`config.mk`:
```
export PLATFORM = sky130hd
export DESIGN_NAME = cmt_scale
export DESIGN_NICKNAME = d
export VERILOG_FILES = /design/src/sv/cmt_pkg.sv /design/src/sv/cmt_scale.sv
export SDC_FILE = /design/constraint.sdc
export NUM_CORES = 1
export LEC_CHECK = 0
export BUFFER_PORTS_ARGS = -buffer_cell sky130_fd_sc_hd__buf_2
export CORE_ASPECT_RATIO = 1.1
export CORE_UTILIZATION = 55
export CTS_CLUSTER_DIAMETER = 150
export CTS_CLUSTER_SIZE = 8
export DETAILED_ROUTE_END_ITERATION = 7
export PLACE_DENSITY = 0.71
export SLEW_MARGIN = 20
export SYNTH_ARGS = -nofsm -noshare
export SYNTH_HDL_FRONTEND = slang
export SYNTH_SLANG_ARGS = --single-unit
```
`constraint.sdc`:
```
create_clock -name clock -period 18 [get_ports clock]
set_input_delay 2.7 -clock clock [delete_from_list [all_inputs] [get_ports clock]]
set_output_delay 2.7 -clock clock [all_outputs]
set_load 0.02 [all_outputs]
```
`src/sv/cmt_pkg.sv`:
```
// Shared types, constants and functions of the cylinder mesh tessellator.
package cmt_pkg;

   localparam int MaxSegments = 4096;
   localparam int CntW = 13;
   localparam int IdxW = 12;
   localparam int DivStages = 8;
   localparam int CordicSteps = 16;
   localparam int CordicStages = CordicSteps / 2;

   localparam logic signed [31:0] CORDIC_GAIN = 32'sd326016437;
   localparam logic signed [15:0] TRIG_MAX = 16'sd32767;

   // result kinds
   localparam logic [1:0] KIND_BOTTOM = 2'd0;
   localparam logic [1:0] KIND_TOP = 2'd1;
   localparam logic [1:0] KIND_TRI = 2'd2;
   localparam logic [1:0] KIND_ERR = 2'd3;

   // configuration register indexes
   localparam logic [1:0] CSR_RADIUS = 2'd0;
   localparam logic [1:0] CSR_HEIGHT = 2'd1;
   localparam logic [1:0] CSR_COUNT = 2'd2;
   localparam logic [1:0] CSR_SWEEP = 2'd3;

   // per-item info that rides along the pipeline
   typedef struct packed {
      logic err;
      logic [IdxW-1:0] idx;
      logic [IdxW-1:0] nxt;
   } tag_type;

   // arctangent of 2^-k in 1/65536 turn
   function automatic logic signed [17:0] atan_turn(input int k);
      logic signed [17:0] v;
      unique case (k)
         0: v = 18'sd8192;
         1: v = 18'sd4836;
         2: v = 18'sd2555;
         3: v = 18'sd1297;
         4: v = 18'sd651;
         5: v = 18'sd326;
         6: v = 18'sd163;
         7: v = 18'sd81;
         8: v = 18'sd41;
         9: v = 18'sd20;
         10: v = 18'sd10;
         11: v = 18'sd5;
         12: v = 18'sd3;
         13: v = 18'sd1;
         14: v = 18'sd1;
         default: v = 18'sd0;
      endcase
      return v;
   endfunction

endpackage

```
`src/sv/cmt_scale.sv`:
```
// Q1.15 rounding, quadrant mapping and radius scaling, three stages.
module cmt_scale
   import cmt_pkg::*;
(
   input  logic clock,
   input  logic reset,
   input  logic en,
   input  logic in_vld,
   input  logic signed [31:0] in_x,
   input  logic signed [31:0] in_y,
   input  logic [1:0] in_quad,
   input  tag_type in_tag,
   input  logic [15:0] radius,
   output logic out_vld,
   output logic signed [16:0] out_x,
   output logic signed [16:0] out_z,
   output tag_type out_tag
);

   logic [2:0] vld_ff;
   tag_type tag1_ff, tag2_ff, tag3_ff;
   logic [14:0] magc_ff, mags_ff;
   logic negc_ff, negs_ff, negc2_ff, negs2_ff;
   logic [30:0] prodc_ff, prods_ff;
   logic signed [16:0] x_ff, z_ff;

   logic [14:0] magc_in, mags_in;
   logic negc_in, negs_in;
   logic signed [16:0] x_in, z_in;

   function automatic logic signed [15:0] to_q15(input logic signed [31:0] v);
      logic signed [31:0] r;
      logic signed [15:0] o;
      r = (v + 32'sd8192) >>> 14;
      if (r > 32'(TRIG_MAX)) o = TRIG_MAX;
      else if (r < -32'(TRIG_MAX)) o = -TRIG_MAX;
      else o = r[15:0];
      return o;
   endfunction

   function automatic logic signed [16:0] round_out(input logic [30:0] p, input logic neg);
      logic [31:0] t;
      logic signed [16:0] m;
      t = {1'b0, p} + 32'd16384;
      m = {1'b0, t[30:15]};
      return neg ? -m : m;
   endfunction

   // stage 1: round, saturate, map to quadrant, split into sign and magnitude
   always_comb begin
      logic signed [15:0] c;
      logic signed [15:0] s;
      logic signed [15:0] qc;
      logic signed [15:0] qs;
      c = to_q15(in_x);
      s = to_q15(in_y);
      unique case (in_quad)
         2'd0: begin qc = c; qs = s; end
         2'd1: begin qc = -s; qs = c; end
         2'd2: begin qc = -c; qs = -s; end
         default: begin qc = s; qs = -c; end
      endcase
      negc_in = qc[15];
      negs_in = qs[15];
      magc_in = qc[15] ? 15'(-qc) : qc[14:0];
      mags_in = qs[15] ? 15'(-qs) : qs[14:0];
   end

   // stage 3: round half away from zero
   assign x_in = round_out(prodc_ff, negc2_ff);
   assign z_in = round_out(prods_ff, negs2_ff);

   always_ff @(posedge clock) begin
      if (reset) begin
         vld_ff <= '0;
      end else if (en) begin
         vld_ff <= {vld_ff[1:0], in_vld};
      end
   end

   always_ff @(posedge clock) begin
      if (en) begin
         tag1_ff <= in_tag;
         magc_ff <= magc_in;
         mags_ff <= mags_in;
         negc_ff <= negc_in;
         negs_ff <= negs_in;
         // stage 2: radius multiply
         tag2_ff <= tag1_ff;
         prodc_ff <= radius * magc_ff;
         prods_ff <= radius * mags_ff;
         negc2_ff <= negc_ff;
         negs2_ff <= negs_ff;
         tag3_ff <= tag2_ff;
         x_ff <= x_in;
         z_ff <= z_in;
      end
   end

   assign out_vld = vld_ff[2];
   assign out_x = x_ff;
   assign out_z = z_ff;
   assign out_tag = tag3_ff;

endmodule

```
After elaboration in Yosys (flattened, before gate mapping)
Index checks and enable logic that the tools add are counted.
Operators by class
  div/mod/pow operators: 0
  add/sub/neg operators: 10
  multipliers: 2
  shift operators: 0
  reduce and logical (&&, ||, !) cells: 1
  order comparisons: 4
  muxes and demuxes: 10
  equality and inequality tests: 2
  bitwise logic cells: 0
Operators by type and width (count)
  $mux W16: 6
  $pmux W16 S3: 2
  $add A32 B15 Y32 const B: 2
  $add A31 B15 Y31 const B: 2
  $mul A16 B15 Y31: 2
  $gt A18 B16 Y1 const B: 2
  $lt A18 B16 Y1 const B: 2
  $neg A16 Y17: 2
  $neg A16 Y16: 2
  $mux W15: 2
  $neg A15 Y15: 2
  $eq A2 B1 Y1 const B: 1
  $eq A2 B2 Y1 const B: 1
  $logic_not A2 Y1: 1
Storage, ports and cells
  input port bits: 111
  output and inout bits: 60
  memories kept: 0
  logic and storage cells: 51
  bits in writable memories: 0
  latch bits: 0
  flip-flop bits (word level): 208
  memory bits (read-only): 0

Logic depth before layout (Yosys ltp)
  depth in word-level cells: 8
  gate-level depth with buffers: 27
  mapped depth without buffers: 26

Worst setup path after synthesis
No wires, ideal clock.
  path type: input -> register
  start point: input radius[10]
  end point: register prods_ff[30] (data pin)
  slack: 8.869 ns
  setup time: 0.260 ns
  stages on the path: 25
  path buffers: 1
  required time: 17.740 ns
  arrival time: 8.871 ns
  cells stage by stage: clkbuf_1 -> and2_1 -> fa_1 -> inv_1 -> fa_1 -> inv_1 -> fa_1 -> inv_1 -> fa_1 -> fa_1 -> inv_1 -> fa_1 -> ha_1 -> a211oi_1 -> nand2_1 -> nor4_1 -> o21a_1 -> o31ai_1 -> o41ai_1 -> o21ai_0 -> or4_1 -> o2111ai_1 -> o21ai_0 -> a21oi_1 -> xnor2_1
Between the ends
  longest elaborated chain between the ends: 1
RTL lines
  start, declared: line cmt_scale.sv:13  | input logic [15:0] radius,
  $mul A16 B15 Y31: line cmt_scale.sv:91  | prods_ff <= radius * mags_ff;
  end signal, assigned: line cmt_scale.sv:91
  end, declared: line cmt_scale.sv:24  | logic [30:0] prodc_ff, prods_ff;
Every way passes these cells.
A chain may end at the register's enable or synchronous reset.

Worst setup path after layout
Ends and elaborated chain as after synthesis.

==> flow_metrics.py <==
metrics = {
    "outcome": {
        "status": "finished clean",
    },
    "die": {
        "row_count": 83,
        "initial_utilization": 0.557,
        "die_area_sq_um": 48200,
        "dieHeight_um": 230,
        "core_area_sq_um": 46700,
        "dieWidth_um": 210,
        "io_pins": 171,
    },
    "global_routing": {
        "grt_max_degree": 116,
        "grt-ovfl-total": 0,
        "grt_usage": 0.259,
        "grt_pass1_wl_um": 101000,
        "antenna_found_initial": 0,
        "grt_pass1_vias": 20700,
    },
    "sta": {
        "setup_tns_ns": 0,
        "slew_viol_final": 0,
        "period_share": 0.550,
        "setup_viol": 0,
        "fin_skew_ns": 0.0193,
        "relSlewSlack": 0.273,
        "finalCriticalPeriod_ns": 9.91,
        "hold_viol": 0,
        "worst_pin_slew_ns": 1.09,
        "fmax_mhz": 101,
        "rsz0062_at_grt": "false",
    },
    "clocking": {
        "post_cts_buffers": 0,
        "clk_latency_ns": 0.47,
        "cts_buffer_depth": 2,
        "cts_hold_buf": 0,
        "cts-root-buf": "clkbuf_16",
        "clk_pin_slew_ns": 0.09,
        "post_cts_resized": 0,
        "cts_sinks": 180,
        "cts_buffers": 17,
        "tritoncts": "built",
        "htree_levels": 4,
    },
    "place": {
        "numPortBuffers": 144,
        "dp_hpwl_um": 45900,
        "gp_congestion": 0.992,
    },
    "worst_setup_path": {
        "startpoint_type": "primary input",
        "cp_max_fo": 30,
        "critPathLaunch": "radius[10]",
        "crit_path_end": "prods_ff[30]",
        "critPathArrivalTime_ns": 10.13,
        "cp-end-kind": "register",
        "r2r_start": "mags_ff[3]",
        "r2r_slack_ns": 10.03,
        "required_ns": 18.23,
        "regToRegEndpoint": "prods_ff[30]",
        "crit_type": "in -> reg",
        "worstRegToRegCells": 24,
    },
    "route": {
        "drt_iter0_markers": 1139,
        "avgViaCountPerCell": 5.79,
        "ant_nets": 0,
        "drt-wirelength-per-cell_um": 17.6,
        "via_count": 19600,
        "finalWirelength_um": 59800,
        "drt-pass1-iter-count": 6,
        "drc": 0,
    },
    "flow_run": {
        "max-cap-violations": 0,
    },
    "yosys": {
        "yosys.area.top_type": "fa_1",
        "synth.net_count": 3424,
        "synth.avg_cell_area_sq_um": 9.43,
        "yosysSeqAreaShare": 0.206,
        "synth_cell_type_count": 101,
        "async_flop_share": 0,
        "synth_top_area_share": 0.275,
        "yosys_most_used_dff": "edfxtp_1",
        "syn_inst": 2761,
        "synth_edf_count": 177,
        "ys_ff_latch": 180,
        "syn_area_sq_um": 26000,
        "netlist_top_cells_area": "fa_1, edfxtp_1, ha_1, and2_1, inv_1",
        "synth-warning-count": 0,
    },
    "cells_and_area": {
        "area_growth_pct": 5.85,
        "layout-drive-gt1-share": 0.0861,
        "diodes": 0,
        "nets": 3450,
        "fillCellCount": 4045,
    },
    "hold_path": {
        "hp-class": "reg -> reg",
    },
}
-- worst max-delay path, stage by stage --
cell,delay [ns]
buf_2,0.33
and2_1,0.27
fa_1,0.53
inv_1,0.05
fa_1,0.52
inv_1,0.05
fa_1,0.50
inv_1,0.06
fa_1,0.48
fa_1,0.49
inv_1,0.05
fa_1,0.44
ha_1,0.31
a211oi_1,0.23
nand2_1,0.11
a21o_1,0.16
a31oi_1,0.41
o31ai_1,0.22
o41ai_1,0.63
o21ai_0,0.31
or4_1,0.46
o2111ai_1,0.24
o21ai_0,0.24
a21oi_1,0.21
xnor2_1,0.09
-- worst min-delay path by stage --
stage | from | end | slack [ns] | depth (start not counted)
2_1_floorplan | negc_ff | negc2_ff | 0.40 | 0
3_3_place_gp | tag2_ff[8] | out_tag[8] | 0.40 | 0
3_5_place_dp | tag2_ff[6] | out_tag[6] | 0.40 | 0
4_1_cts | tag1_ff[17] | tag2_ff[17] | 0.42 | 0
5_1_grt | tag1_ff[8] | tag2_ff[8] | 0.43 | 0
6_report | tag2_ff[23] | out_tag[23] | 0.42 | 0
-- cell usage in the layout (no fill, tap or decap), drive strengths merged, types with 9 or more instances in the layout --
cell / count
o31ai: 14
o41ai: 9
nor4: 16
nor3: 48
nand2: 315
nor2: 110
and4: 10
fa: 358
xor2: 65
o21ai: 71
a21oi: 56
clkbuf: 17
o21a: 13
ha: 194
a31oi: 25
nand4: 37
or3: 12
xnor2: 78
a21o: 12
inv: 450
a211oi: 16
mux2i: 12
buf: 147
and2: 278
nand2b: 10
and3: 23
nand3: 49
edfxtp: 177
-- layout make-up --
class | count | area [sq um] | area share
Timing Repair Buffer | 147 | 749 | 0.0272
Tap cell | 595 | 744 | 0.0270
Inverter | 444 | 1670 | 0.0604
Multi-Input combinational cell | 1997 | 18400 | 0.669
Sequential cell | 180 | 5380 | 0.195
Clock inverter | 15 | 165 | 0.00599
Clock buffer | 17 | 425 | 0.0154
-- layer usage --
metal	share of wire	GRT usage
met1	0.41	0.313
met2	0.52	0.474
met3	0.042	0.0311
met4	0.028	0.0935
met5	0	0
-- stage by stage --
stage | cells | hold slack (ns) | instance area [sq um] | util | worst slack, ns
after floorplan | 2761 | 0.400 | 26100 | - | 8.87
after global placement | 3363 | 0.401 | 27000 | 0.577 | 7.70
after detailed placement | 3363 | 0.405 | 27000 | 0.577 | 7.56
after CTS | 3395 | 0.422 | 27600 | 0.590 | 8.03
after global routing | 3395 | 0.428 | 27600 | 0.590 | 7.71
final | 3395 | 0.420 | 27600 | 0.590 | 8.09
-- cells by family after synthesis --
family | count (synthesis) | synth area share
AND/OR/NAND/NOR | 954 | 0.191
AO/OA/AOI/OAI | 323 | 0.0881
flip-flops | 180 | 0.206
buffers and inverters | 584 | 0.0856
adder cells (fa/ha/maj) | 552 | 0.368
multiplexers | 25 | 0.0124
XOR/XNOR | 143 | 0.0481
-- Yosys cell counts, drive strengths merged (9+ instances only) --
cell and count:
nand2b 10, or3 12, mux2i 12, buf 20
a21oi 56, nand3 49, nor2 110, inv 444
nand4 37, a211oi 16, ha 194, o41ai 9
o21ai 71, edfxtp 177, o21a 13, nor4 16
o31ai 14, xor2 65, nor3 48, and3 23
nand2 315, and4 10, a31oi 25, xnor2 78
and2 278, clkbuf 120, fa 358, a21o 12
-- sequential cells by signal, indices dropped and copies added (netlist names), 3 cells and up --
name      count
prods_ff     17
mags_ff      15
prodc_ff     17
magc_ff      15
out_x        17
vld_ff        3
tag1_ff      25
out_tag      25
tag2_ff      25
out_z        17
Power is not shown: default switching activity piles up to over one toggle a cycle in this logic, so the estimate is an artifact.
