$ cat src/sv/cmt_pkg.sv
// Shared types, constants and functions of the cylinder mesh tessellator.
package cmt_pkg;

   localparam int MaxSegments = 4096;
   localparam int CntW = 13;
   localparam int IdxW = 12;
   localparam int DivStages = 8;
   localparam int CordicSteps = 16;
   localparam int CordicStages = CordicSteps / 2;

   localparam logic signed [31:0] CORDIC_GAIN = 32'sd326016437;
   localparam logic signed [15:0] TRIG_MAX = 16'sd32767;

   // result kinds
   localparam logic [1:0] KIND_BOTTOM = 2'd0;
   localparam logic [1:0] KIND_TOP = 2'd1;
   localparam logic [1:0] KIND_TRI = 2'd2;
   localparam logic [1:0] KIND_ERR = 2'd3;

   // configuration register indexes
   localparam logic [1:0] CSR_RADIUS = 2'd0;
   localparam logic [1:0] CSR_HEIGHT = 2'd1;
   localparam logic [1:0] CSR_COUNT = 2'd2;
   localparam logic [1:0] CSR_SWEEP = 2'd3;

   // per-item info that rides along the pipeline
   typedef struct packed {
      logic err;
      logic [IdxW-1:0] idx;
      logic [IdxW-1:0] nxt;
   } tag_type;

   // arctangent of 2^-k in 1/65536 turn
   function automatic logic signed [17:0] atan_turn(input int k);
      logic signed [17:0] v;
      unique case (k)
         0: v = 18'sd8192;
         1: v = 18'sd4836;
         2: v = 18'sd2555;
         3: v = 18'sd1297;
         4: v = 18'sd651;
         5: v = 18'sd326;
         6: v = 18'sd163;
         7: v = 18'sd81;
         8: v = 18'sd41;
         9: v = 18'sd20;
         10: v = 18'sd10;
         11: v = 18'sd5;
         12: v = 18'sd3;
         13: v = 18'sd1;
         14: v = 18'sd1;
         default: v = 18'sd0;
      endcase
      return v;
   endfunction

endpackage

$ cat src/sv/cmt_divider.sv
// Pipelined restoring divider: 16 quotient bits, two bits per stage.
module cmt_divider
   import cmt_pkg::*;
(
   input  logic clock,
   input  logic reset,
   input  logic en,
   input  logic in_vld,
   input  logic [CntW-1:0] in_rem,
   input  logic [15:0] in_dvd,
   input  tag_type in_tag,
   input  logic [CntW-1:0] divisor,
   output logic out_vld,
   output logic [15:0] out_quo,
   output tag_type out_tag
);

   logic [DivStages-1:0] vld_ff;
   logic [CntW-1:0] rem_ff [DivStages];
   logic [15:0] dvd_ff [DivStages];
   logic [15:0] quo_ff [DivStages];
   tag_type tag_ff [DivStages];

   logic [CntW-1:0] rem_in [DivStages];
   logic [15:0] dvd_in [DivStages];
   logic [15:0] quo_in [DivStages];

   // two restoring steps per stage
   always_comb begin
      logic [CntW-1:0] r;
      logic [15:0] d;
      logic [15:0] q;
      logic [CntW:0] t;
      for (int s = 0; s < DivStages; s++) begin
         if (s == 0) begin
            r = in_rem;
            d = in_dvd;
            q = '0;
         end else begin
            r = rem_ff[s-1];
            d = dvd_ff[s-1];
            q = quo_ff[s-1];
         end
         for (int b = 0; b < 2; b++) begin
            t = {r, d[15]};
            d = {d[14:0], 1'b0};
            if (t >= {1'b0, divisor}) begin
               t = t - {1'b0, divisor};
               q = {q[14:0], 1'b1};
            end else begin
               q = {q[14:0], 1'b0};
            end
            r = t[CntW-1:0];
         end
         rem_in[s] = r;
         dvd_in[s] = d;
         quo_in[s] = q;
      end
   end

   always_ff @(posedge clock) begin
      if (reset) begin
         vld_ff <= '0;
      end else if (en) begin
         vld_ff <= {vld_ff[DivStages-2:0], in_vld};
      end
   end

   always_ff @(posedge clock) begin
      if (en) begin
         tag_ff[0] <= in_tag;
         for (int s = 0; s < DivStages; s++) begin
            rem_ff[s] <= rem_in[s];
            dvd_ff[s] <= dvd_in[s];
            quo_ff[s] <= quo_in[s];
         end
         for (int s = 1; s < DivStages; s++) begin
            tag_ff[s] <= tag_ff[s-1];
         end
      end
   end

   assign out_vld = vld_ff[DivStages-1];
   assign out_quo = quo_ff[DivStages-1];
   assign out_tag = tag_ff[DivStages-1];

endmodule

$ cat config.mk
export PLATFORM = sky130hd
export DESIGN_NAME = cmt_divider
export DESIGN_NICKNAME = d
export VERILOG_FILES = /design/src/sv/cmt_pkg.sv /design/src/sv/cmt_divider.sv
export SDC_FILE = /design/constraint.sdc
export NUM_CORES = 1
export LEC_CHECK = 0
export ABC_AREA = 1
export BUFFER_PORTS_ARGS = -buffer_cell sky130_fd_sc_hd__buf_2
export CORE_MARGIN = 5
export CORE_UTILIZATION = 60
export CTS_BUF_LIST = sky130_fd_sc_hd__clkbuf_8 sky130_fd_sc_hd__clkbuf_16
export DETAILED_ROUTE_END_ITERATION = 12
export PLACE_DENSITY = 0.81
export RECOVER_POWER = 25
export SLEW_MARGIN = 5
export SYNTH_ARGS = -nofsm -noshare
export SYNTH_HDL_FRONTEND = slang
export SYNTH_SLANG_ARGS = --single-unit
export TNS_END_PERCENT = 20
$ cat constraint.sdc
create_clock -name clock -period 4.2 [get_ports clock]
set_input_delay 0.21 -clock clock [delete_from_list [all_inputs] [get_ports clock]]
set_output_delay 0.21 -clock clock [all_outputs]
set_load 0.05 [all_outputs]
======== After elaboration in Yosys (flattened, before gate mapping) ========
Memory sizes are Yosys's and may differ from the RTL's.
Index checks and enable logic that the tools add are counted.
Widths: inputs -> output; s select.
cells by class
  add/subtract/negate cells ............... 16
  magnitude comparators ................... 16
  muxes and demuxes ....................... 34
operators with widths
  cell            number
  $ge 14x13->1    16
  $mux 13         16
  $sub 13x13->13  16
  $mux 1          18
word-level totals
  register bits after elaboration ......... 8
  bits in writable memories ............... 544
  word-level logic and storage cells ...... 71
  memories kept ........................... 4
memories
  memory  words  bits a word  read ports  clocked after memory_dff  write ports  RTL line           source
  tag_ff  8      25           8           0                         8            cmt_divider.sv:22  tag_type tag_ff [DivStages];
  quo_ff  8      16           8           0                         8            cmt_divider.sv:21  logic [15:0] quo_ff [DivStages];
  dvd_ff  8      14           7           0                         8            cmt_divider.sv:20  logic [15:0] dvd_ff [DivStages];
  rem_ff  8      13           7           0                         8            cmt_divider.sv:19  logic [CntW-1:0] rem_ff [DivStages];

======== Longest topological paths before layout ========
An unclocked memory read counts as a cell.
  depth in word-level cells ............... 5
  depth in mapped cells ................... 28

======== Worst setup path after synthesis ========
OpenSTA, ideal clock, no wires.
  kind .................................... input-to-reg
  from .................................... input divisor[1]
  to ...................................... memory rem_ff[4][4] (data pin)
  setup time .............................. 0.252 ns
  arrival ................................. 3.513 ns
  required time ........................... 3.948 ns
  setup slack ............................. 0.434 ns
  cell stages on the path ................. 24
  buffers on the path ..................... 2
  path through ............................ inv_1 > fa_1 > nand3_1 > nand2_2 > nand3_2 > nand2_2 > nand3_2 > nand3_4 > inv_4 > buf_6 > nand2_1 > o21ai_0 > ha_1 > a21oi_1 > o21ai_0 > nand2_1 > nand3_1 > a21oi_1 > nand2_1 > a21oi_4 > nand2_4 > buf_6 > nand2_1 > nand2_1
RTL lines
  element      RTL line           source
  from (decl)  cmt_divider.sv:12  input logic [CntW-1:0] divisor,
  to (decl)    cmt_divider.sv:19

==> results by stage <==
Run status:
- The flow ran to the end, and the final reports show no timing, DRC or antenna violations.

Critical path:
- For the worst flop-to-flop path, the logic depth is 23.
- The setup check on the worst reg-to-reg path leaves a slack of 280 ps.
- STA classifies the critical path endpoint as a flip-flop.
- Data on the critical path is required at its endpoint by 4530 ps.
- The launch instance of the worst register-to-register path is dvd_ff[0][13].
- The setup path with the least slack is of type reg -> reg.
- The worst reg2reg path endpoint is rem_ff[1][4].
- The startpoint class of the critical path is a flip-flop.
- The maximum net fanout on the critical path is 7.
- STA puts the critical path data arrival time at 4250 ps.

Timing:
- The number of endpoints with negative hold slack in the final report is 0.
- The smallest clock period supported by the final layout is computed as 3920 ps.
- The worst path meets setup with 280 ps of slack.
- Setup repair after global routing could not meet its margin everywhere.
- Final hold analysis gives a worst-case slack of 101 ps.
- The actual transition at the worst max-transition pin is 899 ps.
- Dividing the final minimum period by the clock period gives 93.3%.
- The final worst clock skew is 29.1 ps.
- The highest attainable clock frequency is 255 MHz.
- The count of final setup violators is 0.
- The max-slew violation count is 0.
- Headroom to the max-slew limit came out at 40.1%.

Synth:
- After technology mapping, the gate count stands at 2614.
- Among all flip-flop cells after synthesis, the most frequent one is sky130_fd_sc_hd__edfxtp_1.
- Of all flip-flops after synthesis, the portion carrying an async set or reset was 0%.
- The post-synthesis sequential element count is 427.
- During synthesis, Yosys emitted a total of 0 warnings.
- The number of different library cells used by synthesis comes to 50.
- The most common cell in the synthesized netlist is sky130_fd_sc_hd__nand2_1.
- Counting flops with a built-in enable in the synthesized netlist gives 419.
- The average instance in the mapped netlist occupies 9.69 sq um.
- The portion of synthesized cell area occupied by the leading cell type is 49.7%.
- By area the synthesized netlist is led by sky130_fd_sc_hd__edfxtp_1, sky130_fd_sc_hd__nand2_1, sky130_fd_sc_hd__ha_1.
- The number of nets produced by synthesis is 2908.
- The sequential area share after synthesis is 50.3%.
- Summing every instance area after synthesis gives 25300 sq um.
- The commonest cells after synthesis are sky130_fd_sc_hd__nand2_1, sky130_fd_sc_hd__edfxtp_1, sky130_fd_sc_hd__inv_1.
- The biggest area consumer among synthesized cells is sky130_fd_sc_hd__edfxtp_1.

Cells and area:
- Once layout is complete, the cells apart from fillers number 3554.
- The area growth from synthesis to layout is 18.7%.
- The count of fill cells added during filler insertion is 3013.
- The post-route netlist has 16.4% of its cells at a drive strength greater than 1.
- After the last flow step, the layout net total stands at 3276.
- The number of antenna diodes in the final layout is 0.
- The utilization after layout is 71.9%.
- The multi-input combinational cells in the finished layout cover a total of 11200 sq um.
- The area occupied by registers is 12700 sq um.

Global route:
- The initial antenna violation count is 0.
- The global routing usage on met2 is 43.8%.
- The number of global-route vias before repair came to 19200.
- For this run, the total global-route usage over all layers was measured as 25.7%.
- The global-route met3 utilization is 3.10%.
- The global route total overflow is 0.
- The layer carrying the most global-route usage is met2.
- Entering global routing, the biggest net connects 115 pins.
- The met1 usage is 34.4%.
- The first-pass GRT wire length is 97200 um.

Placement:
- The setup slack at placement is -29.6 ps.
- The detailed-placement wirelength estimate is 42700 um.
- During placement, the flow inserted port buffers numbering 112.
- The placed cell count is 3429.
- Routability-driven placement finished with a final weighted congestion of 0.939.

Routing:
- The detailed router finished its first iteration with 1449 violations.
- The number of detailed-route iterations in the first pass is 8.
- For this block, the routed nets add up to 60200 um of wire.
- The post-route DRC violation count is 0.
- The routed wire length per instance is 16.9 um.
- The total via count after detailed routing is 19500.
- In the routed layout, each cell is associated on average with a via count of 5.48.
- The number of nets with antenna violations after detailed routing is 0.

CTS:
- TritonCTS built the clock tree.
- The tree is rooted in a sky130_fd_sc_hd__clkbuf_16.
- Counting the buffers created by CTS gives 45.
- The total number of H-tree levels is 2.
- In this run the deepest clock path goes through 3 buffers.
- The clock latency on the worst-skew pair is 590 ps.
- The number of sinks on the clock net is 427.
- The clock transition time at the flip-flop clock pins of the worst setup and hold paths is 60 ps.

Floorplanning:
- In this run the count of I/O pins placed on the die edge is 113.
- The area enclosed by the die boundary is 46400 sq um.
- The effective utilization at floorplan is 60.5%.
- The die height is 215 um.
- The total area inside the core boundary comes to 41900 sq um.
- The horizontal die dimension is 215 um.
- After floorplanning, the core was divided into 75 placement rows.

Flow run:
- The tool flagged a number of max-cap violations equal to 0.

Min path:
- For hold timing, the worst endpoint is rem_ff[0][2].
- The path class of the tightest hold or removal check is in -> reg.
- The origin of the worst min-delay path is in_rem[0].
- The worst hold path passes through 5 cells.

Power and ir drop:
- In this run the power density over the cells is 948 nW/um^2.
- VDD sags by at most 0.644 mV.
- The cell leakage power is 13.7 nW.
==> worst max path at each step <==
| stage | startpoint | endpoint | slack [ps] | cells past startpoint |
|---|---|---|---|---|
| after floorplan | divisor[1] | rem_ff[4][4] | 430 | 24 |
| after global placement | divisor[0] | rem_ff[1][10] | 9 | 23 |
| after detailed placement | divisor[0] | rem_ff[6][1] | -30 | 24 |
| after CTS | dvd_ff[5][13] | rem_ff[6][1] | 80 | 24 |
| after global routing | dvd_ff[0][13] | rem_ff[1][11] | -80 | 23 |
| final | dvd_ff[0][13] | rem_ff[1][4] | 280 | 23 |
==> power by group <==
group          switching [mW]  total, mW  internal (mW)
clock network            1.69       3.97           2.28
logic                    10.2       17.9           7.73
registers               0.464       6.64           6.18
total                    12.3       28.5           16.2
==> critical path: stages, from the launching register on <==
cell                       delay (ps)
sky130_fd_sc_hd__edfxtp_1         360
sky130_fd_sc_hd__inv_1            110
sky130_fd_sc_hd__ha_1             160
sky130_fd_sc_hd__inv_1             60
sky130_fd_sc_hd__fa_1             400
sky130_fd_sc_hd__nand3_1           80
sky130_fd_sc_hd__nand2_1           80
sky130_fd_sc_hd__a21oi_2          170
sky130_fd_sc_hd__or2_1            150
sky130_fd_sc_hd__nand3_2           90
sky130_fd_sc_hd__inv_2            110
sky130_fd_sc_hd__buf_4            120
sky130_fd_sc_hd__nand2_1           40
sky130_fd_sc_hd__o21ai_1          160
sky130_fd_sc_hd__ha_1             310
sky130_fd_sc_hd__a21oi_1          180
sky130_fd_sc_hd__o21ai_0          150
sky130_fd_sc_hd__nand2_1          100
sky130_fd_sc_hd__nand3_1           90
sky130_fd_sc_hd__a21oi_1          140
sky130_fd_sc_hd__nand4_1          220
sky130_fd_sc_hd__buf_4            240
sky130_fd_sc_hd__nand2_1           80
sky130_fd_sc_hd__nand2_1           70
==> routing by layer <==
layer | part of all wire, % | vias to the layer above
met1 | 44 | 9099
li1 | - | 9706
met2 | 48 | 537
met5 | 0 | -
met4 | 3.6 | 0
met3 | 4.8 | 143
==> cell type report <==
type	count	area share [%]
Clock buffer	48	3.88
Timing Repair Buffer	392	10.1
Inverter	237	2.99
Multi-Input combinational cell	1879	37.4
Clock inverter	32	1.08
Tap cell	539	2.24
Sequential cell	427	42.4
==> stage by stage <==
| stage | TNS [ps] | power (mW) | area [sq um] |
|---|---|---|---|
| floorplan | 0 | 18.2 | 25300 |
| global placement | 0 | 23.5 | 28000 |
| detailed placement | -96.4 | 24.0 | 28000 |
| CTS | 0 | 28.1 | 30000 |
| global route | -597 | 31.0 | 30100 |
| finish | 0 | 28.5 | 30100 |
==> layout by cell type (no fill, tap or decap), drive strengths merged <==
master       Yosys  layout
nor3            24      24
buf             69     344
nand3          149     150
a211oi           9       9
edfxtp         419     419
clkinvlp         0       3
o31ai            2       2
o21a             3       3
nand3b          20      20
o2111ai          3       3
bufinv           0       4
nor4             1       1
xor2            81      81
inv            237     247
dfxtp            8       8
clkbuf           3      54
a21o            27      27
xnor2           63      63
o21bai          18      18
or2             10      10
nor2           164     164
o221ai           1       1
nand4           43      43
fa              15      15
clkinv           0      15
ha             208     208
nand2          754     754
dlygate4sd3      0      42
or3              1       1
a21oi          159     159
o21ai          111     111
a31oi            8       8
a21boi           3       3
nor2b            1       1
==> what timing repair did <==
item,in CTS,in global routing
setup endpoints to repair,0,66
gates resized for setup,0,20
hold buffers,42,0
hold endpoints to repair,48,0
setup buffers,0,2
==> logic make-up after synthesis <==
group / after synthesis / share of synthesized area (%)
adders and majority gates: 223 / 11.5
DFF: 427 / 50.3
AOI/OAI and AO/OA: 344 / 7.82
and+or+nand+nor: 1167 / 19.7
xor gates and xnor gates: 144 / 4.98
buffers and inverters: 309 / 5.71
==> flip-flops by register name, summed over array words and instances, names as in the netlist <==
register and cells:
dvd_ff 56, rem_ff 91, quo_ff 72, vld_ff 8
tag_ff 200
(Power assumes the default switching activity.)
