==> src/sv/cmt_pkg.sv <==
// Shared types, constants and functions of the cylinder mesh tessellator.
package cmt_pkg;

   localparam int MaxSegments = 4096;
   localparam int CntW = 13;
   localparam int IdxW = 12;
   localparam int DivStages = 8;
   localparam int CordicSteps = 16;
   localparam int CordicStages = CordicSteps / 2;

   localparam logic signed [31:0] CORDIC_GAIN = 32'sd326016437;
   localparam logic signed [15:0] TRIG_MAX = 16'sd32767;

   // result kinds
   localparam logic [1:0] KIND_BOTTOM = 2'd0;
   localparam logic [1:0] KIND_TOP = 2'd1;
   localparam logic [1:0] KIND_TRI = 2'd2;
   localparam logic [1:0] KIND_ERR = 2'd3;

   // configuration register indexes
   localparam logic [1:0] CSR_RADIUS = 2'd0;
   localparam logic [1:0] CSR_HEIGHT = 2'd1;
   localparam logic [1:0] CSR_COUNT = 2'd2;
   localparam logic [1:0] CSR_SWEEP = 2'd3;

   // per-item info that rides along the pipeline
   typedef struct packed {
      logic err;
      logic [IdxW-1:0] idx;
      logic [IdxW-1:0] nxt;
   } tag_type;

   // arctangent of 2^-k in 1/65536 turn
   function automatic logic signed [17:0] atan_turn(input int k);
      logic signed [17:0] v;
      unique case (k)
         0: v = 18'sd8192;
         1: v = 18'sd4836;
         2: v = 18'sd2555;
         3: v = 18'sd1297;
         4: v = 18'sd651;
         5: v = 18'sd326;
         6: v = 18'sd163;
         7: v = 18'sd81;
         8: v = 18'sd41;
         9: v = 18'sd20;
         10: v = 18'sd10;
         11: v = 18'sd5;
         12: v = 18'sd3;
         13: v = 18'sd1;
         14: v = 18'sd1;
         default: v = 18'sd0;
      endcase
      return v;
   endfunction

endpackage

==> src/sv/cmt_cordic.sv <==
// Pipelined rotation CORDIC over the first quadrant, two iterations per stage.
module cmt_cordic
   import cmt_pkg::*;
(
   input  logic clock,
   input  logic reset,
   input  logic en,
   input  logic in_vld,
   input  logic [15:0] in_theta,
   input  tag_type in_tag,
   output logic out_vld,
   output logic signed [31:0] out_x,
   output logic signed [31:0] out_y,
   output logic [1:0] out_quad,
   output tag_type out_tag
);

   logic [CordicStages-1:0] vld_ff;
   logic signed [31:0] x_ff [CordicStages];
   logic signed [31:0] y_ff [CordicStages];
   logic signed [17:0] z_ff [CordicStages];
   logic [1:0] quad_ff [CordicStages];
   tag_type tag_ff [CordicStages];

   logic signed [31:0] x_in [CordicStages];
   logic signed [31:0] y_in [CordicStages];
   logic signed [17:0] z_in [CordicStages];

   // micro-rotations 2s and 2s+1 in stage s
   always_comb begin
      logic signed [31:0] x;
      logic signed [31:0] y;
      logic signed [31:0] dx;
      logic signed [31:0] dy;
      logic signed [17:0] z;
      for (int s = 0; s < CordicStages; s++) begin
         if (s == 0) begin
            x = CORDIC_GAIN;
            y = '0;
            z = {4'b0000, in_theta[13:0]};
         end else begin
            x = x_ff[s-1];
            y = y_ff[s-1];
            z = z_ff[s-1];
         end
         for (int b = 0; b < 2; b++) begin
            dx = y >>> (2 * s + b);
            dy = x >>> (2 * s + b);
            if (!z[17]) begin
               x = x - dx;
               y = y + dy;
               z = z - atan_turn(2 * s + b);
            end else begin
               x = x + dx;
               y = y - dy;
               z = z + atan_turn(2 * s + b);
            end
         end
         x_in[s] = x;
         y_in[s] = y;
         z_in[s] = z;
      end
   end

   always_ff @(posedge clock) begin
      if (reset) begin
         vld_ff <= '0;
      end else if (en) begin
         vld_ff <= {vld_ff[CordicStages-2:0], in_vld};
      end
   end

   always_ff @(posedge clock) begin
      if (en) begin
         quad_ff[0] <= in_theta[15:14];
         tag_ff[0] <= in_tag;
         for (int s = 0; s < CordicStages; s++) begin
            x_ff[s] <= x_in[s];
            y_ff[s] <= y_in[s];
            z_ff[s] <= z_in[s];
         end
         for (int s = 1; s < CordicStages; s++) begin
            quad_ff[s] <= quad_ff[s-1];
            tag_ff[s] <= tag_ff[s-1];
         end
      end
   end

   assign out_vld = vld_ff[CordicStages-1];
   assign out_x = x_ff[CordicStages-1];
   assign out_y = y_ff[CordicStages-1];
   assign out_quad = quad_ff[CordicStages-1];
   assign out_tag = tag_ff[CordicStages-1];

endmodule

==> config.mk <==
export PLATFORM = sky130hd
export DESIGN_NAME = cmt_cordic
export DESIGN_NICKNAME = d
export VERILOG_FILES = /design/src/sv/cmt_pkg.sv /design/src/sv/cmt_cordic.sv
export SDC_FILE = /design/constraint.sdc
export NUM_CORES = 2
export LEC_CHECK = 0
export BUFFER_PORTS_ARGS = -buffer_cell sky130_fd_sc_hd__buf_2
export CAP_MARGIN = 25
export CORE_MARGIN = 8
export CORE_UTILIZATION = 40
export DETAILED_ROUTE_END_ITERATION = 10
export PLACE_DENSITY = 0.65
export SETUP_SLACK_MARGIN = 0.2
export SYNTH_ARGS = -nofsm -noshare
export SYNTH_HDL_FRONTEND = slang
export SYNTH_SLANG_ARGS = --single-unit
==> constraint.sdc <==
create_clock -name clock -period 23.9 [get_ports clock]
set_input_delay 0 -clock clock [delete_from_list [all_inputs] [get_ports clock]]
set_output_delay 0 -clock clock [all_outputs]
set_load 0.1 [all_outputs]
[Yosys cells after proc, flatten, opt, wreduce, memory -nomap -nowiden]
Memory sizes are Yosys's and may differ from the RTL's.
Cells that the tools add are included.
Storage, ports and cells
  register bits after elaboration: 8
  logic and storage cells: 170
  output and inout port bits: 92
  RAM bits: 872
  memories: 5
  input bits: 45
Cells by class
  muxes and demuxes: 77
  add/subtract/negate cells: 87
Memory list
  x_ff: depth 8, bits a word 32, read ports 8, clocked after Yosys merged registers in 0, wr ports 8, RTL line cmt_cordic.sv:19  | logic signed [31:0] x_ff [CordicStages];
  y_ff: depth 8, bits a word 32, read ports 8, clocked after Yosys merged registers in 0, wr ports 8, RTL line cmt_cordic.sv:20  | logic signed [31:0] y_ff [CordicStages];
  tag_ff: depth 8, bits a word 25, read ports 8, clocked after Yosys merged registers in 0, wr ports 8, RTL line cmt_cordic.sv:23  | tag_type tag_ff [CordicStages];
  z_ff: depth 8, bits a word 18, read ports 7, clocked after Yosys merged registers in 0, wr ports 8, RTL line cmt_cordic.sv:21  | logic signed [17:0] z_ff [CordicStages];
  quad_ff: depth 8, bits a word 2, read ports 8, clocked after Yosys merged registers in 0, wr ports 8, RTL line cmt_cordic.sv:22  | logic [1:0] quad_ff [CordicStages];
Operators by type and width (number)
  32-bit 2-to-1 mux: 28
  18-bit 2-to-1 mux: 45
  18-bit adder: 14
  18-bit subtractor: 14
  32-bit by 17-bit adder with 32-bit output: 2
  32-bit by 18-bit adder with 32-bit output: 2
  32-bit by 19-bit adder with 32-bit output: 2
  32-bit by 20-bit adder with 32-bit output: 2
  32-bit by 21-bit adder with 32-bit output: 2
  32-bit by 22-bit adder with 32-bit output: 2
  32-bit by 23-bit adder with 32-bit output: 2
  32-bit by 24-bit adder with 32-bit output: 2
  32-bit by 25-bit adder with 32-bit output: 2
  32-bit by 26-bit adder with 32-bit output: 2
  32-bit by 27-bit adder with 32-bit output: 2
  32-bit by 28-bit adder with 32-bit output: 2
  32-bit by 29-bit adder with 32-bit output: 2
  32-bit by 30-bit adder with 32-bit output: 2
  32-bit by 17-bit subtractor with 32-bit output: 2
  32-bit by 18-bit subtractor with 32-bit output: 2
  32-bit by 19-bit subtractor with 32-bit output: 2
  32-bit by 20-bit subtractor with 32-bit output: 2
  32-bit by 21-bit subtractor with 32-bit output: 2
  32-bit by 22-bit subtractor with 32-bit output: 2
  other kinds (13): 23

[Depth between registers and ports, before layout]
An unclocked memory read counts as a cell.
  word-level depth: 7
  depth in mapped cells: 36
  mapped depth without buffers: 36

[Worst setup path after synthesis]
No wires, ideal clock.
  kind: register -> register
  from: mem y_ff[5][16] (netlist: y_ff[1][48])
  to: mem y_ff[6][31] (netlist: y_ff[1][95]) (data pin)
  path slack: 16.355 ns
  required time: 23.642 ns
  path buffers: 0
  library setup time: 0.258 ns
  stages on the path, launching flop included: 33
  data arrival time: 7.287 ns
  period minus slack after synthesis: 7.545 ns
  path through: edfxtp_1 > or3_1 > nor4_1 > nand2_1 > nor2_1 > nor2_1 > xor2_1 > ha_1 > a21oi_1 > o21ai_0 > or3_1 > o21ai_1 > o21ai_0 > xor2_1 > or4_1 > nor4_1 > nand2b_1 > nor3_1 > a21oi_1 > xnor2_1 > ha_1 > a21oi_1 > o21ai_0 > a21o_1 > a21o_1 > a21o_1 > a2111oi_0 > nor3_1 > a311oi_1 > o21ai_1 > a31oi_1 > xnor2_1 > xnor2_1
RTL lines (RTL line)
  start, declared: cmt_cordic.sv:20

==> out/qor.yml <==
run_status: "complete, no violations"
layout.nets: 11520
synth_top_area_cell: "sky130_fd_sc_hd__edfxtp_1"
yosys_warnings: 0
drt_iter0_markers: 6043
critPathLaunchType: "flop"
fin_crit_ps: 9180
synth.top_cell.area_share: 0.266
grt_setup_unrepaired: "false"
postSynthNetCount: 11415
cts_inserted_buffers: 101
drt_wl_total_um: 259000
setup_tns_ps: 0
synth_enable_flop_cells: 792
postRouteAntennaNets: 0
clk_latency_ps: 780
setup_violations: 0
cpPeakStageDelay_ps: 790
worstSetupPathType: "reg2reg"
slew_headroom: 0.209
min-delay-path-class: "in2reg"
first_pass_grt_wire_length_um: 403000
max-clock-path-buffers: 3
nFillCells: 21649
rows: 173
layout-area-overhead-vs-synth_pct: 8.71
core_area_um2: 222000
io_pins: 137
timing.critical_path.arrival_ps: 9700
fp.dieArea_um2: 239000
synth.top_cells.by_area: "sky130_fd_sc_hd__edfxtp_1 (27%), sky130_fd_sc_hd__ha_1 (16%), sky130_fd_sc_hd__xnor2_1 (9.7%)"
initial_core_utilization: 0.402
finalWeightedCongestion: 0.937
rr_worst_depth: 32
grt-ovfl-total: 0
mean_post_synth_cell_area_um2: 8.77
worstPathRequired_ps: 24420
drcViolationCount: 0
numPortBuffers: 136
synthCells: 10194
cp_slowest_cell: "sky130_fd_sc_hd__a2111oi_0"
place_hpwl_um: 210000
antenna_found_initial: 3
die_height_um: 489
via_count: 76960
min_delay_path_depth: 2
cts.reportedPaths.clkPinSlew_ps: 60
layout-drive-gt1-share: 0.0528
worst-path-max-fanout: 7
drt_first_pass_iters: 9
ys_seq_elements: 800
depth_of_the_cts_h_tree: 3
clock_tree.root_cell: "sky130_fd_sc_hd__clkbuf_16"
worst_clock_skew_ps: 59.8
worstMarginPinSlew_ps: 1190
fmaxAchievable_mhz: 109
post_synth_instance_area_um2: 89400
cts_tree: "done"
critical_path.endpoint_type: "flop"
postSynth.asyncResetShare: 0
cts.sinks: 800
final_max_slew_viol_count: 0
synthFlopType: "sky130_fd_sc_hd__edfxtp_1"
die_width_um: 489
finalHoldViolations: 0
max_cap_violations: 0
ys_seq_area_frac: 0.268
maximum_number_of_pins_on_one_net_before_global_route_repair: 160
mean_routed_wirelength_per_cell_um: 19.4
grt_use_total: 0.206
cts.repair_timing.setup_buffer_count: 0
number_of_global_route_vias_before_repair: 72966
synth_cell_types: 119
finalCritPeriodShare: 0.384
route.detailed.vias_per_inst: 5.76
[path summary, 6_finish.rpt]
| kind | slack (ps) | to | start |
|---|---|---|---|
| min | 110 | z_ff[0][0] | in_theta[0] |
| min reg2reg | 390 | tag_ff[1][10] | tag_ff[0][85] |
| max reg2reg | 14720 | y_ff[1][95] | y_ff[1][47] |
| max | 14720 | y_ff[1][95] | y_ff[1][47] |
[critical path, delay by kind of cell (launching register included)]
kind	cells	cell delay, ps
fa+ha+maj	2	730
xor+xnor	5	850
compound gates	14	3590
flops	1	450
simple gates	11	3310
[per-layer routing]
layer,global-route usage,vias to the layer above,wire (µm)
li1,-,37692,-
met3,0.0231,316,14700
met2,0.352,2195,120000
met5,0,-,0
met1,0.278,36757,118000
met4,0.0528,0,5900
[metrics by stage]
| step | hold WS [ps] | util | setup slack, ps | cells | instance area (µm²) |
|---|---|---|---|---|---|
| floorplan | 98.9 | - | 16360 | 10194 | 89400 |
| global placement | 176 | 0.418 | 14930 | 13080 | 92800 |
| detailed placement | 178 | 0.418 | 14750 | 13085 | 92900 |
| CTS | 9.45 | 0.437 | 14760 | 13357 | 97100 |
| global route | 55.0 | 0.437 | 14060 | 13361 | 97200 |
| finish | 105 | 0.437 | 14720 | 13362 | 97200 |
[synth_stat cells, types with 19 or more instances]
cell type                   count
sky130_fd_sc_hd__ha_1        1140
sky130_fd_sc_hd__a21oi_1     1054
sky130_fd_sc_hd__xnor2_1      995
sky130_fd_sc_hd__nor2_1       880
sky130_fd_sc_hd__edfxtp_1     792
sky130_fd_sc_hd__nand2_1      563
sky130_fd_sc_hd__inv_1        550
sky130_fd_sc_hd__o21ai_0      522
sky130_fd_sc_hd__xor2_1       426
sky130_fd_sc_hd__a21o_1       379
sky130_fd_sc_hd__nor3_1       263
sky130_fd_sc_hd__o21a_1       169
sky130_fd_sc_hd__nand3_1      159
sky130_fd_sc_hd__clkbuf_1     158
sky130_fd_sc_hd__nand2b_1     153
sky130_fd_sc_hd__nor2b_1      133
sky130_fd_sc_hd__o21bai_1     123
sky130_fd_sc_hd__a31oi_1      119
sky130_fd_sc_hd__buf_4         91
sky130_fd_sc_hd__a211oi_1      89
sky130_fd_sc_hd__nor4_1        82
sky130_fd_sc_hd__and3_1        81
sky130_fd_sc_hd__or3_1         72
sky130_fd_sc_hd__o211ai_1      71
sky130_fd_sc_hd__nand4_1       69
sky130_fd_sc_hd__and2_1        63
sky130_fd_sc_hd__o31ai_1       63
sky130_fd_sc_hd__a21boi_0      62
sky130_fd_sc_hd__mux2i_1       50
sky130_fd_sc_hd__mux2_2        47
sky130_fd_sc_hd__o41ai_1       39
sky130_fd_sc_hd__or2_2         39
sky130_fd_sc_hd__o31a_1        37
sky130_fd_sc_hd__fa_1          36
sky130_fd_sc_hd__or4_1         35
sky130_fd_sc_hd__a31o_2        34
sky130_fd_sc_hd__nor3b_1       30
sky130_fd_sc_hd__nand3b_1      29
sky130_fd_sc_hd__o21ai_1       29
sky130_fd_sc_hd__a211o_1       27
sky130_fd_sc_hd__o2111ai_1     27
sky130_fd_sc_hd__buf_1         24
sky130_fd_sc_hd__a311oi_1      20
sky130_fd_sc_hd__a41oi_1       19
[layout by cell type (no fill, tap or decap), types with 379 or more instances in the layout]
cell                          n
sky130_fd_sc_hd__ha_1      1140
sky130_fd_sc_hd__a21oi_1   1054
sky130_fd_sc_hd__xnor2_1    995
sky130_fd_sc_hd__nor2_1     880
sky130_fd_sc_hd__edfxtp_1   792
sky130_fd_sc_hd__nand2_1    563
sky130_fd_sc_hd__inv_1      550
sky130_fd_sc_hd__o21ai_0    522
sky130_fd_sc_hd__xor2_1     426
sky130_fd_sc_hd__a21o_1     379
[flip-flops by register name, indices dropped and copies added (netlist names)]
register and cells:
vld_ff 8, z_ff 126, x_ff 224, y_ff 226, quad_ff 16, tag_ff 200
[final cells by class]
| class | instances | area (µm²) | area share |
|---|---|---|---|
| antenna | 1 | 2.50 | 0.0000258 |
| timing repair buffer | 281 | 2020 | 0.0208 |
| multi-input combinational | 8559 | 62000 | 0.638 |
| clock buffer | 116 | 2610 | 0.0268 |
| sequential | 800 | 23900 | 0.246 |
| tap | 2975 | 3720 | 0.0383 |
| inverter | 556 | 2090 | 0.0215 |
| clock inverter | 74 | 838 | 0.00863 |
[repair_timing]
item	in CTS	in global routing
endpoints found under the hold margin	112	0
hold buffers	82	0
gates resized for setup	0	0
endpoints found under the setup margin	0	0
[cells by family (layout without fill, tap and decap cells)]
kind of cell / count (synthesis) / after routing / synth area share
buffers and inverters: 835 / 1027 / 0.0393
muxes: 97 / 97 / 0.0115
AOI/OAI and AO/OA: 3104 / 3104 / 0.222
other: 0 / 1 / 0
xor gates and xnor gates: 1425 / 1425 / 0.140
DFF: 800 / 800 / 0.268
and+or+nand+nor: 2757 / 2757 / 0.152
adders and majority gates: 1176 / 1176 / 0.168
Power is left out: the tool's default activity adds up to more than one toggle a clock period on the data nets, which glitch-free logic cannot reach.
